**config.mk**
```make
export PLATFORM = sky130hd
export DESIGN_NAME = kbs_fifo
export DESIGN_NICKNAME = d
export VERILOG_FILES = /design/src/sv/keyword_binary_search_unit_assert.svh /design/src/sv/kbs_pkg.sv /design/src/sv/kbs_fifo.sv
export SDC_FILE = /design/constraint.sdc
export NUM_CORES = 1
export LEC_CHECK = 0
export BUFFER_PORTS_ARGS = -buffer_cell sky130_fd_sc_hd__buf_2
export CORE_UTILIZATION = 37
export CTS_CLUSTER_DIAMETER = 200
export DETAILED_ROUTE_END_ITERATION = 7
export GPL_TIMING_DRIVEN = 0
export SLEW_MARGIN = 25
export SYNTH_ARGS = -nofsm -noshare
export SYNTH_HDL_FRONTEND = slang
export SYNTH_SLANG_ARGS = --single-unit
export TNS_END_PERCENT = 50
```
**constraint.sdc**
```tcl
create_clock -name clk -period 4.1 [get_ports clk]
set_input_delay 0.205 -clock clk [delete_from_list [all_inputs] [get_ports clk]]
set_output_delay 0.205 -clock clk [all_outputs]
set_load 0.05 [all_outputs]
```
**src/sv/keyword_binary_search_unit_assert.svh**
```systemverilog
// Assertion helpers shared by the keyword search unit.
// Every use samples on the rising edge of clk and is off while rst_n is low.
`ifndef KEYWORD_BINARY_SEARCH_UNIT_ASSERT_SVH
`define KEYWORD_BINARY_SEARCH_UNIT_ASSERT_SVH

`define KBS_ASSERT(lbl, prop, msg) \
  lbl: assert property (@(posedge clk) disable iff (!rst_n) (prop)) else $error(msg);

`define KBS_ASSERT_NEVER(lbl, cond, msg) \
  `KBS_ASSERT(lbl, !(cond), msg)

`endif

```
**src/sv/kbs_pkg.sv**
```systemverilog
package kbs_pkg;

  localparam int CHAR_W     = 8;
  localparam int SLOT_IN_W  = 8;
  localparam int POS_IN_W   = 5;
  localparam int ECNT_W     = 9;
  localparam int INDEX_W    = 8;
  localparam int CFG_IDX_W  = 1;
  localparam int CFG_DATA_W = 9;

  localparam logic [CFG_IDX_W-1:0] REG_BANK_SELECT = 1'd0;
  localparam logic [CFG_IDX_W-1:0] REG_ENTRY_COUNT = 1'd1;

  localparam int QUEUE_DEPTH = 4;

  typedef logic [1:0] cmd_code_t;
  localparam cmd_code_t CMD_LOAD     = 2'd0;
  localparam cmd_code_t CMD_SYM      = 2'd1;
  localparam cmd_code_t CMD_SYM_LAST = 2'd2;

  typedef struct packed {
    cmd_code_t             code;
    logic                  bank;
    logic [SLOT_IN_W-1:0]  slot;
    logic [POS_IN_W-1:0]   pos;
    logic [CHAR_W-1:0]     ch;
  } cmd_t;

  typedef struct packed {
    logic              bank_select;
    logic [ECNT_W-1:0] entry_count;
  } cfg_t;

endpackage

```
**src/sv/kbs_fifo.sv**
```systemverilog
module kbs_fifo (
  input  logic          clk,
  input  logic          rst_n,
  input  logic          push,
  input  kbs_pkg::cmd_t push_data,
  output logic          full,
  input  logic          pop,
  output kbs_pkg::cmd_t head,
  output logic          empty
);
  import kbs_pkg::*;

  localparam int PTR_W = $clog2(QUEUE_DEPTH);
  localparam int CNT_W = $clog2(QUEUE_DEPTH + 1);

  cmd_t             q_r [QUEUE_DEPTH];
  logic [PTR_W-1:0] wr_ptr_r, wr_ptr_nxt;
  logic [PTR_W-1:0] rd_ptr_r, rd_ptr_nxt;
  logic [CNT_W-1:0] cnt_r, cnt_nxt;
  logic             do_push, do_pop;

  assign full    = (cnt_r == CNT_W'(QUEUE_DEPTH));
  assign empty   = (cnt_r == '0);
  assign do_push = push && !full;
  assign do_pop  = pop && !empty;
  assign head    = q_r[rd_ptr_r];

  always_comb begin
    wr_ptr_nxt = wr_ptr_r;
    rd_ptr_nxt = rd_ptr_r;
    cnt_nxt    = cnt_r;
    if (do_push) begin
      wr_ptr_nxt = (int'(wr_ptr_r) == QUEUE_DEPTH - 1) ? '0 : wr_ptr_r + PTR_W'(1);
    end
    if (do_pop) begin
      rd_ptr_nxt = (int'(rd_ptr_r) == QUEUE_DEPTH - 1) ? '0 : rd_ptr_r + PTR_W'(1);
    end
    if (do_push && !do_pop) begin
      cnt_nxt = cnt_r + CNT_W'(1);
    end else if (do_pop && !do_push) begin
      cnt_nxt = cnt_r - CNT_W'(1);
    end
  end

  always_ff @(posedge clk) begin
    if (!rst_n) begin
      wr_ptr_r <= '0;
      rd_ptr_r <= '0;
      cnt_r    <= '0;
    end else begin
      wr_ptr_r <= wr_ptr_nxt;
      rd_ptr_r <= rd_ptr_nxt;
      cnt_r    <= cnt_nxt;
    end
  end

  always_ff @(posedge clk) begin
    if (do_push) begin
      q_r[wr_ptr_r] <= push_data;
    end
  end

endmodule

```
==> results.cfg <==
[run_status]
status = completed

[sta]
finalClockSkew_ns = 0.00943
min_period_ns = 2.30
fin_crit_sh = 0.560
rsz0062_at_grt = no
fin_tns_setup_ns = 0
setup_ws_ns = 1.80
slew-limit-headroom = 0.544
report.final.slew_viol_count = 0
hold_violations = 0
tightest_slew_ns = 0.684
fmax_ghz = 0.435
hold_ws_ns = 0.0503
setup_viol = 0

[power]
total_power_mw = 2.96
seq_power_share = 0.456
p_comb_frac = 0.344
switchingPower_mw = 1.09
p_clk_frac = 0.200
power_density_nw_per_um2 = 644
p_sw_frac = 0.368
internal_power_mw = 1.87
p_leak_nw = 1.57
peakVddDrop_mv = 0.311

[synthesis]
yosysTopAreaCell = edfxtp_1
synth_seq_cells = 105
async_flop_share = 0
yosysMostFrequentCell = edfxtp_1
syn_area_per_cell_um2 = 22.4
synthTopCellsByArea = edfxtp_1 (73%), mux4_2 (12%), dfxtp_1 (4.5%), mux4_1 (2.0%), ha_1 (1.9%)
syn-instance-count = 177
synth_warnings = 0
yosysUniqueCellTypes = 25
syn-cell-area_um2 = 3970
synthFlopType = edfxtp_1
synth_compound_area_frac = 0.00757
synthMuxAreaShare = 0.147
synth_xor_xnor_area_share = 0.00442
synth_top_family_by_area = multiplexers
synth_top_cell_area_share = 0.727
synth-edff-count = 96
synth_fa_ha_area_frac = 0.0240
synthTopCellsByCount = edfxtp_1 (96), mux4_2 (21), dfxtp_1 (9)
syn_nets = 212
seq_area_frac_synth = 0.772
yosys.area_share.simple = 0.0271

[min_path]
hold_class = input port to flip-flop

[setup_path]
critical_path.max_stage_delay_ns = 0.52
crit_required_ns = 4.40
cp_slowest_cell = o31ai_1
crit_buf_inv = 1
cp-end-kind = flip-flop
crit_fanout = 5
path_delay_family = compound AO/OA/AOI/OAI gates
cp.arrival_ns = 2.59
cp_cell_sequence = o31ai_1, ha_1, inv_1, fa_1, xor2_1, or3_1, a21boi_0
setup.worst_path.class = flip-flop to flip-flop
cp-start-kind = flip-flop

[clocking]
cts_buffers = 9
postCtsHoldBufs = 0
h-tree-depth = 3
cts_tree = yes
clk_path_buf_depth = 2
ctsRootBufferMaster = clkbuf_8
cts.repair_timing.setup_buffer_count = 0
clk_pin_slew_ns = 0.11
numClockSinks = 105
clock_latency_ns = 0.36
cts_resized = 0

[place]
dpl.hpwl_um = 3850
place_ws_ns = 1.75
routabilityCongestion = 0.615
numPortBuffers = 53

[grt]
grt_pass1_wl_um = 9540
track_usage = 0.118
antenna_found_initial = 0
grt_overflow = 0
grt_pass1_vias = 1839
grt_max_degree = 25

[final_layout]
layout.nets = 276
drive_gt1_frac = 0.411
nFillCells = 947
utilization = 0.443
area_delta_synth_final_pct = 15.8
n_antenna_cell = 0

[routing]
drc_errors = 0
viasPerCell = 4.73
drtAntennaViolNets = 0
dr_total_vias = 1807
initialDrtViolationCount = 69
routed_wirelength_um = 6230
post_drt_wl_per_cell_um = 16.3
drt_pass1_iterations = 4

[floorplanning]
start_util = 0.382
die_x_um = 106
core-area_um2 = 10400
die_h_um = 106
ios = 54
rows = 37
die-area_um2 = 11100

[flow_run]
cap_violations = 0
## worst reg2reg max path, stage by stage, from the launching register on
cell and delay [ns]:
dfxtp_1 0.39, o31ai_1 0.52, ha_1 0.29, inv_1 0.06, fa_1 0.37, xor2_1 0.16
or3_1 0.30, a21boi_0 0.16
## metrics by stage
step	cell area [um^2]	std cells
final	4590	382
after global routing	4590	382
after CTS	4590	382
after detailed placement	4410	366
after global placement	4400	366
after floorplan	3970	177
## kinds of logic after synthesis
| logic type | count (synthesis) |
|---|---|
| adder cells (fa/ha/maj) | 7 |
| AO/OA/AOI/OAI | 5 |
| XOR/XNOR | 2 |
| AND/OR/NAND/NOR | 20 |
| buffers and inverters | 11 |
| flip-flops | 105 |
| multiplexers | 27 |
## routing by layer
metal  share of wire  track usage  routed length, um  up-vias
met3           0.045       0.0445                282        9
met5               0            0                  0        -
met2            0.49        0.194               3070       48
met1            0.45        0.150               2800      904
met4           0.011       0.0298                 71        0
li1                -            -                  -      846
## final timing paths
path	cells after the start	end	slack, ns	startpoint
worst min register to register	2	wr_ptr_r[1]$_SDFFE_PN0P_	0.50	wr_ptr_r[1]$_SDFFE_PN0P_
worst max-delay path	7	cnt_r[2]$_SDFFE_PN0P_	1.80	cnt_r[0]$_SDFFE_PN0P_
worst min-delay path	1	q_r[1][0]$_DFFE_PP_	0.05	push_data[0]
worst max register to register	7	cnt_r[2]$_SDFFE_PN0P_	1.80	cnt_r[0]$_SDFFE_PN0P_
## cell usage in the layout (no fill, tap or decap)
cell type / synthesis / final
buf_8: 1 / 1
clkinvlp_4: 0 / 1
nor2b_1: 2 / 2
xor2_1: 1 / 1
clkinv_4: 0 / 2
nand3_1: 2 / 2
xnor2_1: 1 / 1
clkbuf_8: 0 / 9
o31ai_1: 1 / 1
nor3b_2: 1 / 1
fa_1: 1 / 1
inv_1: 3 / 3
ha_1: 6 / 6
nor2_1: 2 / 2
buf_6: 2 / 2
o21ai_0: 3 / 3
inv_6: 0 / 1
clkbuf_1: 2 / 2
or3_1: 1 / 1
buf_2: 3 / 56
mux4_1: 3 / 3
and2_2: 0 / 4
dfxtp_1: 9 / 9
edfxtp_1: 96 / 96
mux4_2: 21 / 21
inv_8: 0 / 2
clkinv_2: 0 / 1
and2_1: 5 / 1
mux2i_1: 3 / 3
nand2_1: 6 / 6
nor3_1: 1 / 1
a21boi_0: 1 / 1
## power groups by stage
stage	Combinational (mW)	Clock, mW	Sequential (mW)
floorplan	0.823	0	1.36
global placement	1.03	0	1.37
detailed placement	1.04	0	1.38
CTS	1.04	0.609	1.35
global route	1.08	0.652	1.36
finish	1.02	0.592	1.35
## area by class of cell
cell class	count	area [um^2]	area share
clock buffers	9	124	0.0270
well taps	136	170	0.0371
clock inverters	7	61.3	0.0134
multi-input cells	61	837	0.182
flip-flops and latches	105	3060	0.667
inverters	3	11.3	0.00245
repair buffers	53	265	0.0578
plain buffers	8	60.1	0.0131
## flip-flops by register name, indices dropped and copies added (netlist names), named ones only
name and cells:
rd_ptr_r 2, cnt_r 3, q_r 96, wr_ptr_r 2
(Power assumes the default switching activity.)
